**config.mk**
```make
export PLATFORM = sky130hd
export DESIGN_NAME = tdc_buffer_first_hit_parser
export DESIGN_NICKNAME = d
export VERILOG_FILES = /design/src/tdc_bfhp_pkg.sv /design/src/tdc_buffer_first_hit_parser.sv
export SDC_FILE = /design/constraint.sdc
export NUM_CORES = 1
export LEC_CHECK = 0
export BUFFER_PORTS_ARGS = -buffer_cell sky130_fd_sc_hd__clkbuf_2
export CAP_MARGIN = 25
export CELL_PAD_IN_SITES_DETAIL_PLACEMENT = 1
export CELL_PAD_IN_SITES_GLOBAL_PLACEMENT = 1
export CORE_MARGIN = 2
export CORE_UTILIZATION = 41
export DETAILED_ROUTE_END_ITERATION = 6
export PLACE_DENSITY = 0.72
export SYNTH_ARGS = -nofsm -noshare
export SYNTH_HDL_FRONTEND = slang
export SYNTH_SLANG_ARGS = --single-unit
export TNS_END_PERCENT = 50
```
**constraint.sdc**
```tcl
create_clock -name clk -period 7.16 [get_ports clk]
set_clock_uncertainty 0.1 [all_clocks]
set_input_delay 1.79 -clock clk [delete_from_list [all_inputs] [get_ports clk]]
set_output_delay 1.79 -clock clk [all_outputs]
set_load 0.01 [all_outputs]
```
**src/tdc_bfhp_pkg.sv**
```systemverilog
// ----------------------------------------------------------------------------
// TDC buffer first-hit parser package
// Word type codes, field positions and widths shared by the parser RTL.
// ----------------------------------------------------------------------------
package tdc_bfhp_pkg;

	// Width of one buffer word and its type field.
	localparam int unsigned WORD_W   = 32;
	localparam int unsigned KIND_W   = 5;

	// Result field widths.
	localparam int unsigned CHAN_W   = 5;
	localparam int unsigned TIME_W   = 21;
	localparam int unsigned EVENT_W  = 22;
	localparam int unsigned ERR_W    = 14;

	// Word type codes (bits 31:27).
	localparam logic [KIND_W-1:0] KIND_MEAS  = 5'h00;
	localparam logic [KIND_W-1:0] KIND_ERROR = 5'h04;
	localparam logic [KIND_W-1:0] KIND_GHEAD = 5'h08;
	localparam logic [KIND_W-1:0] KIND_OBTRL = 5'h10;
	localparam logic [KIND_W-1:0] KIND_FILL  = 5'h18;

	// Parser sequencer.
	typedef enum logic [1:0] {
		ST_ACCEPT = 2'b01,
		ST_DRAIN  = 2'b10
	} state_t;

endpackage

```
**src/tdc_buffer_first_hit_parser.sv**
```systemverilog
// ----------------------------------------------------------------------------
// TDC buffer first-hit parser
// Decodes output buffer words and reports the first hit time per channel
// at the end of each block.
// ----------------------------------------------------------------------------
// Throughput: one buffer word per cycle while a block is being collected.
// A block end (buffer trailer, filler, or MAX_WORDS words) stalls the word
// input while the per-channel results drain, one per cycle unless the output
// stalls, through the single read port of the first-time memory.
// The first result of a block follows the ending word through the drain
// state, the memory read stage and the output register.
// Reset: asynchronous, active low; clears hit flags, event number, error
// flags, word count and control. The time memory is not cleared: entries are
// only used behind a set hit flag, so no clearing pass is needed.
// ----------------------------------------------------------------------------
module tdc_buffer_first_hit_parser #(
	parameter int unsigned NUM_CHANNELS = 32,
	parameter int unsigned MAX_WORDS    = 511
) (
	input  logic                                clk,
	input  logic                                arst_n,

	// Buffer word input
	input  logic                                word_valid,
	output logic                                word_stall,
	input  logic [tdc_bfhp_pkg::WORD_W-1:0]     word,

	// Per-channel result output
	output logic                                result_valid,
	input  logic                                result_stall,
	output logic [tdc_bfhp_pkg::CHAN_W-1:0]     channel,
	output logic                                hit,
	output logic [tdc_bfhp_pkg::TIME_W-1:0]     hit_time,
	output logic [tdc_bfhp_pkg::EVENT_W-1:0]    event_number,
	output logic [tdc_bfhp_pkg::ERR_W-1:0]      error_bits,
	output logic                                last
);

	localparam int unsigned CH_W    = (NUM_CHANNELS > 1) ? $clog2(NUM_CHANNELS) : 1;
	localparam int unsigned WORDS_W = $clog2(MAX_WORDS + 1);

	// ------------------------------------------------------------------
	// State
	// ------------------------------------------------------------------
	tdc_bfhp_pkg::state_t                 state_q;
	logic [NUM_CHANNELS-1:0]              hit_seen_q;
	logic [tdc_bfhp_pkg::EVENT_W-1:0]     event_q;
	logic [tdc_bfhp_pkg::ERR_W-1:0]       error_q;
	logic [WORDS_W-1:0]                   words_q;
	logic [CH_W-1:0]                      drain_ch_q;

	// First-time store: one 21-bit entry per channel, synchronous read.
	logic [tdc_bfhp_pkg::TIME_W-1:0]      first_time_mem [NUM_CHANNELS];

	// Read stage: channel in flight plus the block snapshot that goes with it.
	logic                                 valid_s1;
	logic [CH_W-1:0]                      ch_s1;
	logic                                 hit_s1;
	logic                                 last_s1;
	logic [tdc_bfhp_pkg::EVENT_W-1:0]     event_s1;
	logic [tdc_bfhp_pkg::ERR_W-1:0]       error_s1;
	logic [tdc_bfhp_pkg::TIME_W-1:0]      rd_data_s1;

	// Output register
	logic                                 result_valid_q;
	logic [tdc_bfhp_pkg::CHAN_W-1:0]      channel_q;
	logic                                 hit_q;
	logic [tdc_bfhp_pkg::TIME_W-1:0]      hit_time_q;
	logic [tdc_bfhp_pkg::EVENT_W-1:0]     event_number_q;
	logic [tdc_bfhp_pkg::ERR_W-1:0]       error_bits_q;
	logic                                 last_q;

	// ------------------------------------------------------------------
	// Word decode
	// ------------------------------------------------------------------
	logic                                 word_take;
	logic [tdc_bfhp_pkg::KIND_W-1:0]      kind;
	logic [tdc_bfhp_pkg::CHAN_W-1:0]      meas_ch;
	logic                                 meas_in_range;
	logic                                 mem_we;
	logic                                 end_kind;
	logic                                 end_limit;
	logic                                 block_end;

	// Drain control
	logic                                 out_free;
	logic                                 issue;
	logic                                 drain_last;

	// Words are taken only while collecting; the drain holds the input off.
	assign word_stall = (state_q == tdc_bfhp_pkg::ST_DRAIN);
	assign word_take  = word_valid && !word_stall;

	assign kind          = word[31:27];
	assign meas_ch       = word[25:21];
	assign meas_in_range = ({1'b0, meas_ch} < (tdc_bfhp_pkg::CHAN_W + 1)'(NUM_CHANNELS));

	// Keep only the first hit of a channel: write the time when the flag is clear.
	assign mem_we = word_take && (kind == tdc_bfhp_pkg::KIND_MEAS) && meas_in_range
		&& !hit_seen_q[meas_ch[CH_W-1:0]];

	assign end_kind  = (kind == tdc_bfhp_pkg::KIND_OBTRL) || (kind == tdc_bfhp_pkg::KIND_FILL);
	// The word that brings the count to MAX_WORDS ends the block.
	assign end_limit = (words_q == WORDS_W'(MAX_WORDS - 1));
	assign block_end = word_take && (end_kind || end_limit);

	// Output register frees when empty or when its word is taken this cycle.
	assign out_free   = !result_valid_q || !result_stall;
	// Issue the next channel read when the read stage is empty or moving on.
	assign issue      = (state_q == tdc_bfhp_pkg::ST_DRAIN) && (!valid_s1 || out_free);
	assign drain_last = (drain_ch_q == CH_W'(NUM_CHANNELS - 1));

	// ------------------------------------------------------------------
	// Block state and sequencer
	// ------------------------------------------------------------------
	always_ff @(posedge clk or negedge arst_n) begin
		if (!arst_n) begin
			state_q    <= tdc_bfhp_pkg::ST_ACCEPT;
			hit_seen_q <= '0;
			event_q    <= '0;
			error_q    <= '0;
			words_q    <= '0;
			drain_ch_q <= '0;
		end else begin
			unique case (state_q)
				tdc_bfhp_pkg::ST_ACCEPT: begin
					if (word_take) begin
						words_q <= words_q + 1'b1;
						if (kind == tdc_bfhp_pkg::KIND_GHEAD) begin
							event_q <= word[26:5];
						end
						if (kind == tdc_bfhp_pkg::KIND_ERROR) begin
							error_q <= error_q | word[13:0];
						end
						if (mem_we) begin
							hit_seen_q[meas_ch[CH_W-1:0]] <= 1'b1;
						end
						// Block complete: start draining from channel zero.
						if (block_end) begin
							state_q    <= tdc_bfhp_pkg::ST_DRAIN;
							drain_ch_q <= '0;
						end
					end
				end
				tdc_bfhp_pkg::ST_DRAIN: begin
					if (issue) begin
						if (drain_last) begin
							// Last channel is in flight with its snapshot: clear the block.
							state_q    <= tdc_bfhp_pkg::ST_ACCEPT;
							hit_seen_q <= '0;
							event_q    <= '0;
							error_q    <= '0;
							words_q    <= '0;
							drain_ch_q <= '0;
						end else begin
							drain_ch_q <= drain_ch_q + 1'b1;
						end
					end
				end
				default: begin
					state_q <= tdc_bfhp_pkg::ST_ACCEPT;
				end
			endcase
		end
	end

	// ------------------------------------------------------------------
	// First-time memory: write while collecting, read while draining.
	// Read data holds until the next issue, so it doubles as the skid slot.
	// ------------------------------------------------------------------
	always_ff @(posedge clk) begin
		if (mem_we) begin
			first_time_mem[meas_ch[CH_W-1:0]] <= word[20:0];
		end
		if (issue) begin
			rd_data_s1 <= first_time_mem[drain_ch_q];
		end
	end

	// Read stage control
	always_ff @(posedge clk or negedge arst_n) begin
		if (!arst_n) begin
			valid_s1 <= 1'b0;
		end else if (issue) begin
			valid_s1 <= 1'b1;
		end else if (out_free) begin
			valid_s1 <= 1'b0;
		end
	end

	// Read stage payload: capture the flag and block snapshot with the read.
	always_ff @(posedge clk) begin
		if (issue) begin
			ch_s1    <= drain_ch_q;
			hit_s1   <= hit_seen_q[drain_ch_q];
			last_s1  <= drain_last;
			event_s1 <= event_q;
			error_s1 <= error_q;
		end
	end

	// ------------------------------------------------------------------
	// Output register
	// ------------------------------------------------------------------
	always_ff @(posedge clk or negedge arst_n) begin
		if (!arst_n) begin
			result_valid_q <= 1'b0;
		end else if (out_free) begin
			result_valid_q <= valid_s1;
		end
	end

	always_ff @(posedge clk) begin
		if (out_free && valid_s1) begin
			channel_q      <= tdc_bfhp_pkg::CHAN_W'(ch_s1);
			hit_q          <= hit_s1;
			// Report zero time for a channel without a hit.
			hit_time_q     <= hit_s1 ? rd_data_s1 : '0;
			event_number_q <= event_s1;
			error_bits_q   <= error_s1;
			last_q         <= last_s1;
		end
	end

	assign result_valid = result_valid_q;
	assign channel      = channel_q;
	assign hit          = hit_q;
	assign hit_time     = hit_time_q;
	assign event_number = event_number_q;
	assign error_bits   = error_bits_q;
	assign last         = last_q;

	// ------------------------------------------------------------------
	// Assertions
	// ------------------------------------------------------------------
	// While collecting, the word count stays below the limit: the limit word
	// always ends the block.
	a_words_below_limit: assert property (@(posedge clk) disable iff (!arst_n)
		(state_q == tdc_bfhp_pkg::ST_ACCEPT) |-> (words_q < WORDS_W'(MAX_WORDS)))
		else $error("word count reached MAX_WORDS without ending the block");

	// Held read data must not change while the read stage waits on the output.
	a_rd_hold: assert property (@(posedge clk) disable iff (!arst_n)
		(valid_s1 && !out_free) |=> $stable(rd_data_s1) && valid_s1)
		else $error("read stage data lost while output stalled");

	// Issuing the last channel returns to collecting with the block cleared.
	a_drain_clears: assert property (@(posedge clk) disable iff (!arst_n)
		(issue && drain_last) |=> (state_q == tdc_bfhp_pkg::ST_ACCEPT) && (hit_seen_q == '0)
			&& (words_q == '0) && (error_q == '0) && (event_q == '0))
		else $error("block state not cleared after drain");

	// A block end always starts the drain at channel zero.
	a_end_starts_drain: assert property (@(posedge clk) disable iff (!arst_n)
		block_end |=> (state_q == tdc_bfhp_pkg::ST_DRAIN) && (drain_ch_q == '0))
		else $error("block end did not start the drain");

	// The output shows a last mark only for the top channel.
	a_last_channel: assert property (@(posedge clk) disable iff (!arst_n)
		(result_valid && last) |-> (channel == tdc_bfhp_pkg::CHAN_W'(NUM_CHANNELS - 1)))
		else $error("last mark on a channel other than the top one");

endmodule
```
==> flow_summary.yaml, run 1 <==
clock_tree:
  post-cts-setup-buffers: 0
  clk_root_buffer_cell: "sky130_fd_sc_hd__clkbuf_16"
  bufs_on_longest_clock_path: 3
  holdBufCountCts: 0
  cts_inserted_buffers: 90
  clock_tree.htree_level_count: 3
  cts_tree: "done"
  ctsResizeCount: 0
  clock-sinks: 886
  clk_pin_slew_ps: 60
  clk_latency_ps: 660
power:
  comb_power_share: 0.122
  intPower_w: 0.00901
  p_leak_nw: 12.6
  share_seq_of_total_power: 0.497
  power.switching_fraction: 0.244
  peakVddDrop_v: 0.000171
  powerDensity_nw_per_um2: 306
  net-switching-power_w: 0.00291
  clockPowerShare: 0.381
worst_setup_path:
  critPathMaxStageDelay_ps: 550
  cell_by_cell_trace_of_the_critical_path: "clkbuf_2, mux4_2, a22oi_1, nand4_1, buf_4, nor3_2, buf_4"
  timing.critical_path.fanout_max: 21
  timing.setup.critical_path_class: "input pin to register"
  slowest_stage: "sky130_fd_sc_hd__mux4_2"
  worstPathRequired_ps: 7370
  critical-path-top-cell-by-count: "sky130_fd_sc_hd__buf_4"
  critPathLaunchType: "input pin"
  worst_setup_end_kind: "register"
  arrival_ps: 4490
final_layout:
  synthToLayoutAreaGrowth_pct: 15.0
  nets: 1806
  drive_above_1_share: 0.308
  antenna_cells_inserted: 0
placement:
  pre_cts_ws_ps: 2170
  io_buffers: 101
  post-dp-hpwl_mm: 51.9
  finalWeightedCongestion: 0.800
route:
  routed-via-count: 16600
  finalWirelength_mm: 84.9
  drt-pass1-iter-count: 5
  viasPerCell: 5.71
  drt_drc_violations_left: 0
  wire_per_inst_um: 29.2
  antenna_violating_nets_post_route: 0
  drtIter0Drc: 1591
die:
  pin_count: 102
  initial_core_util: 0.414
  die_w_um: 292
  floorplan.die.height_um: 292
  std_cell_rows: 105
  design.core.area_um2: 82000
  fp.dieArea_um2: 85100
logic_synthesis:
  net_count_synth: 1644
  synthesis.area_per_instance_um2: 21.2
  synth.ff_latch_count: 886
  synth.lib_cells_used.distinct: 53
  netlist_area_um2: 33900
  yosysWarningCount: 0
  synth_seq_area_share: 0.771
  synthCells: 1604
  synth_edf_count: 800
  async_flop_share: 0.0971
  synth-main-ff-cell: "sky130_fd_sc_hd__edfxtp_1"
sta:
  slew_headroom: 0.274
  slew_violations: 0
  setup_total_negative_slack_ps: 0
  rsz_0062_raised_after_global_routing: "false"
  setup_viol: 0
  timing_worst_slew_pin_value_ps: 1090
  timing_hold_violations_final: 0
  max_clock_freq_mhz: 234
  finalCriticalPeriod_ps: 4280
  final.period_utilization: 0.598
  final.setup.worst_slack_ps: 2880
grt:
  grt_max_degree: 94
  grt_pass1_wl_mm: 125
  grt-ovfl-total: 0
  gr_util_all_layers: 0.204
  grt_antenna_before_repair: 4
  grt_pass1_vias: 17600
worst_hold_path:
  timing.hold.worst.class: "register to register"
outcome:
  status: "finished, final reports clean"
flow_run:
  drv.max_cap_violation_count: 0
==> power groups by stage <==
stage / clock network (W) / registers, W / logic (W)
2_1_floorplan: 0 / 0.00594 / 0.000947
3_3_place_gp: 0 / 0.00602 / 0.00141
3_5_place_dp: 0 / 0.00603 / 0.00145
4_1_cts: 0.00463 / 0.00593 / 0.00146
5_1_grt: 0.00482 / 0.00594 / 0.00154
6_report: 0.00455 / 0.00592 / 0.00145
==> sequential cells by signal (all words and copies together) (netlist names), 2 cells and up <==
name	cells
error_bits	14
hit_time	21
event_q	22
ch_s1	5
rd_data_s1	21
drain_ch_q	5
error_q	14
state_q	2
event_s1	22
words_q	9
first_time_mem	672
error_s1	14
event_number	22
hit_seen_q	32
channel	5
==> per-stage QoR <==
step                      total power (W)  instances  cell area [um2]  utilization  hold WS, ps
after CTS                          0.0120       2905            38900        0.475          319
after global placement            0.00744       2737            36000        0.439          304
after global routing               0.0123       2909            39000        0.476          322
after detailed placement          0.00749       2740            36100        0.440          305
after floorplan                   0.00688       1604            33900            -          300
final                              0.0119       2909            39000        0.476          317
==> synth_stat cells, drive strengths merged (5+ instances only) <==
cell type	n	area, um2
clkbuf	59	221
nand3b	5	37.5
and2	23	144
o41ai	7	98.9
nand2	132	495
nor2	26	97.6
inv	28	105
buf	30	144
mux2	10	113
nand2b	6	37.5
o31ai	25	188
dfrtp	85	2130
mux2i	24	240
edfxtp	800	24000
nor3	36	180
mux4	223	5020
a31oi	16	100
nand4	7	43.8
nand3	7	45.0
==> critical path, delay by kind of cell <==
kind,cells,cell delay (ps)
simple gates,2,750
compound gates,1,250
mux,1,550
buf+inv,3,1100
==> layout make-up <==
cell class / count / area [um2]
inverters: 29 / 109
clock buffers: 111 / 2390
well taps: 1070 / 1340
clock inverters: 54 / 444
repair buffers: 159 / 1070
multi-input cells: 600 / 7470
flip-flops and latches: 886 / 26200
fillers: 7502 / 43000
==> layer usage <==
layer / GRT usage / part of all wire / vias to the layer above
met5: 0 / 0 / -
met4: 0.0685 / 0.027 / 0
met2: 0.339 / 0.51 / 623
li1: - / - / 6881
met1: 0.277 / 0.40 / 8994
met3: 0.0298 / 0.061 / 112
==> cell usage in the layout (no fill, tap or decap), types with 26 or more instances in the layout <==
| master | netlist | layout |
|---|---|---|
| sky130_fd_sc_hd__clkinv_1 | 1 | 27 |
| sky130_fd_sc_hd__mux4_2 | 223 | 223 |
| sky130_fd_sc_hd__edfxtp_1 | 800 | 800 |
| sky130_fd_sc_hd__dfrtp_1 | 85 | 81 |
| sky130_fd_sc_hd__clkbuf_2 | 0 | 100 |
| sky130_fd_sc_hd__nor2_1 | 26 | 26 |
| sky130_fd_sc_hd__clkbuf_16 | 0 | 92 |
| sky130_fd_sc_hd__nand2_1 | 132 | 132 |
| sky130_fd_sc_hd__inv_1 | 28 | 28 |
| sky130_fd_sc_hd__buf_4 | 0 | 51 |
| sky130_fd_sc_hd__nor3_2 | 0 | 32 |
==> worst paths after layout <==
path	slack, ps	to	cells after the start	startpoint
max	2880	first_time_mem[3][13]	7	word[21]
min	320	event_number[3]	0	event_s1[3]
max reg2reg	3110	hit_seen_q[28]	6	drain_ch_q[0]
min reg2reg	320	event_number[3]	0	event_s1[3]
max in group asynchronous	5180	event_q[4]	3	arst_n
min in group asynchronous	930	event_q[19]	1	arst_n
==> logic make-up (layout without fill, tap and decap cells) <==
kind of cell	count (synthesis)	after routing	share of synthesized area
AO/OA/AOI/OAI	70	70	0.0167
XOR/XNOR	6	6	0.00155
adder cells (fa/ha/maj)	4	4	0.00147
buffers and inverters	118	353	0.0140
flip-flops	886	886	0.771
multiplexers	257	257	0.158
AND/OR/NAND/NOR	263	263	0.0365
Note: power is estimated with default switching activity, not from simulation.
==> inputs of run 2 (changes only) <==
--- a/config.mk
+++ b/config.mk
@@ -12,7 +12,7 @@
 export CORE_MARGIN = 2
 export CORE_UTILIZATION = 41
 export DETAILED_ROUTE_END_ITERATION = 6
-export PLACE_DENSITY = 0.72
+export PLACE_DENSITY = 0.74
 export SYNTH_ARGS = -nofsm -noshare
 export SYNTH_HDL_FRONTEND = slang
 export SYNTH_SLANG_ARGS = --single-unit
==> constraint.sdc (replaced) <==
create_clock -name clk -period 3.8 [get_ports clk]
set_clock_uncertainty 0.1 [all_clocks]
set_input_delay 0.95 -clock clk [delete_from_list [all_inputs] [get_ports clk]]
set_output_delay 0.95 -clock clk [all_outputs]
set_load 0.01 [all_outputs]
==> run 2 against run 1 <==
Non-clock buffer count up 19. Die area unchanged. Hold slack worse by 47 ps. Highest routed layer unchanged. Sequential share of layout area down 0.44 points. Core utilization up 0.31 points. Largest power group unchanged. Sequential power up 88%.
==> flow_summary.yaml, run 2 (synthesis results as in run 1) <==
sta:
  slew_headroom: 0.271
  timing_worst_slew_pin_value_ps: 1090
  slew_violations: 0
  timing_hold_violations_final: 0
  fin_worst_hold_slack_ps: 270
  max_clock_freq_mhz: 319
  finalCriticalPeriod_ps: 3140
  rsz_0062_raised_after_global_routing: "false"
  final.period_utilization: 0.826
  setup_viol: 0
  setup_total_negative_slack_ps: 0
die:
  initial_core_util: 0.414
  floorplan.die.height_um: 292
  die_w_um: 292
  design.core.area_um2: 82000
  fp.dieArea_um2: 85100
  pin_count: 102
  std_cell_rows: 105
placement:
  post-dp-hpwl_mm: 53.2
  finalWeightedCongestion: 0.820
  number_of_cells_after_detailed_placement: 2763
  io_buffers: 101
  placed_area_um2: 36400
power:
  powerDensity_nw_per_um2: 576
  comb_power_share: 0.125
  power.switching_fraction: 0.241
  intPower_w: 0.0172
  p_leak_nw: 12.8
  clockPowerShare: 0.385
  net-switching-power_w: 0.00544
  share_seq_of_total_power: 0.489
  peakVddDrop_v: 0.000366
grt:
  gr_util_all_layers: 0.206
  grt_antenna_before_repair: 1
  grt_pass1_vias: 18200
  grt_max_degree: 128
  grt-ovfl-total: 0
  grt_pass1_wl_mm: 128
worst_setup_path:
  timing.setup.critical_path_class: "register to register"
  worst_setup_end_kind: "register"
  timing.critical_path.buf_inv: 1
  worstPathRequired_ps: 4260
  crit-reg2reg-capture: "event_q[3]"
  cell_by_cell_trace_of_the_critical_path: "ha_1, and3_1, ha_1, a31o_2, a21boi_4, buf_4, mux2i_1"
  arrival_ps: 3600
  worst_path_dominant_cell_family: "compound AO/OA/AOI/OAI gates"
  slowest_stage: "sky130_fd_sc_hd__dfrtp_4"
  r2r.worst_path.cells: 7
  critPathMaxStageDelay_ps: 750
  timing.critical_path.fanout_max: 23
  timing.reg2reg.setup_slack_ps: 660
  worstReg2RegStart: "drain_ch_q[0]"
  critPathLaunchType: "register"
  critical-path-top-cell-by-count: "sky130_fd_sc_hd__ha_1"
clock_tree:
  clk_latency_ps: 650
  clock-sinks: 886
  holdBufCountCts: 0
  post-cts-setup-buffers: 0
  clock_tree.htree_level_count: 3
  clk_root_buffer_cell: "sky130_fd_sc_hd__clkbuf_16"
  ctsResizeCount: 0
  cts_tree: "done"
  cts_inserted_buffers: 87
  bufs_on_longest_clock_path: 3
  clk_pin_slew_ps: 60
route:
  drt_drc_violations_left: 0
  drt-pass1-iter-count: 5
  drtIter0Drc: 1568
  routed-via-count: 16700
  wire_per_inst_um: 29.4
  antenna_violating_nets_post_route: 0
  finalWirelength_mm: 86.0
  viasPerCell: 5.72
final_layout:
  nets: 1822
  layout_common_cells: "sky130_fd_sc_hd__edfxtp_1 (800), sky130_fd_sc_hd__mux4_2 (223), sky130_fd_sc_hd__nand2_1 (132)"
  flip_flop_count_of_the_largest_register_all_copies_and_words_added: 672
  synthToLayoutAreaGrowth_pct: 15.7
  finalInstanceArea_um2: 39300
  layout.cells.non_filler: 2924
  drive_above_1_share: 0.318
  final_common_cell: "sky130_fd_sc_hd__edfxtp_1"
outcome:
  status: "finished, final reports clean"
worst_hold_path:
  timing.hold.worst.class: "input pin to asynchronous set/reset pin"
flow_run:
  drv.max_cap_violation_count: 0
run 2: worst max path at each step:
| stage | slack [ps] | cells after the start | end | from |
|---|---|---|---|---|
| floorplan | -580 | 5 | first_time_mem[12][0] | word[28] |
| global placement | 270 | 7 | first_time_mem[31][11] | word[28] |
| detailed placement | 220 | 7 | first_time_mem[7][7] | word[28] |
| CTS | 620 | 7 | event_q[10] | drain_ch_q[0] |
| global route | 450 | 7 | event_q[13] | drain_ch_q[0] |
| finish | 660 | 7 | event_q[3] | drain_ch_q[0] |
run 2: area by class of cell:
type | instances | area, um2
multi-input combinational | 600 | 7500
fill | 7481 | 42700
inverter | 29 | 109
clock inverter | 51 | 581
sequential | 886 | 26200
tap | 1070 | 1340
clock buffer | 109 | 2290
antenna | 1 | 2.50
timing repair buffer | 178 | 1260
run 2: worst reg2reg max path: cells and delay by family, from the launching register on:
kind,cells,cell delay (ps)
DFF,1,750
buffers and inverters,1,380
and+or+nand+nor,1,170
adders and majority gates,2,590
AOI/OAI and AO/OA,2,830
muxes,1,260
run 2: layer usage:
layer  up-vias  share of wire  GRT usage
met5         -              0          0
met4         0          0.036     0.0782
met3       127          0.071     0.0352
met2       689           0.50      0.343
met1      8984           0.39      0.273
li1       6913              -          -
run 2: stage by stage:
| stage | power, W | worst slack (ps) | utilization |
|---|---|---|---|
| final | 0.0226 | 663 | 0.479 |
| after floorplan | 0.0130 | -584 | - |
| after global routing | 0.0233 | 452 | 0.479 |
| after detailed placement | 0.0141 | 216 | 0.444 |
| after CTS | 0.0228 | 623 | 0.479 |
| after global placement | 0.0140 | 269 | 0.444 |
run 2: power by group through the flow:
stage	clock network, W	registers [W]	logic [W]
6_report	0.00871	0.0111	0.00284
3_5_place_dp	0	0.0113	0.00285
5_1_grt	0.00920	0.0111	0.00301
4_1_cts	0.00886	0.0111	0.00287
2_1_floorplan	0	0.0112	0.00179
3_3_place_gp	0	0.0113	0.00275
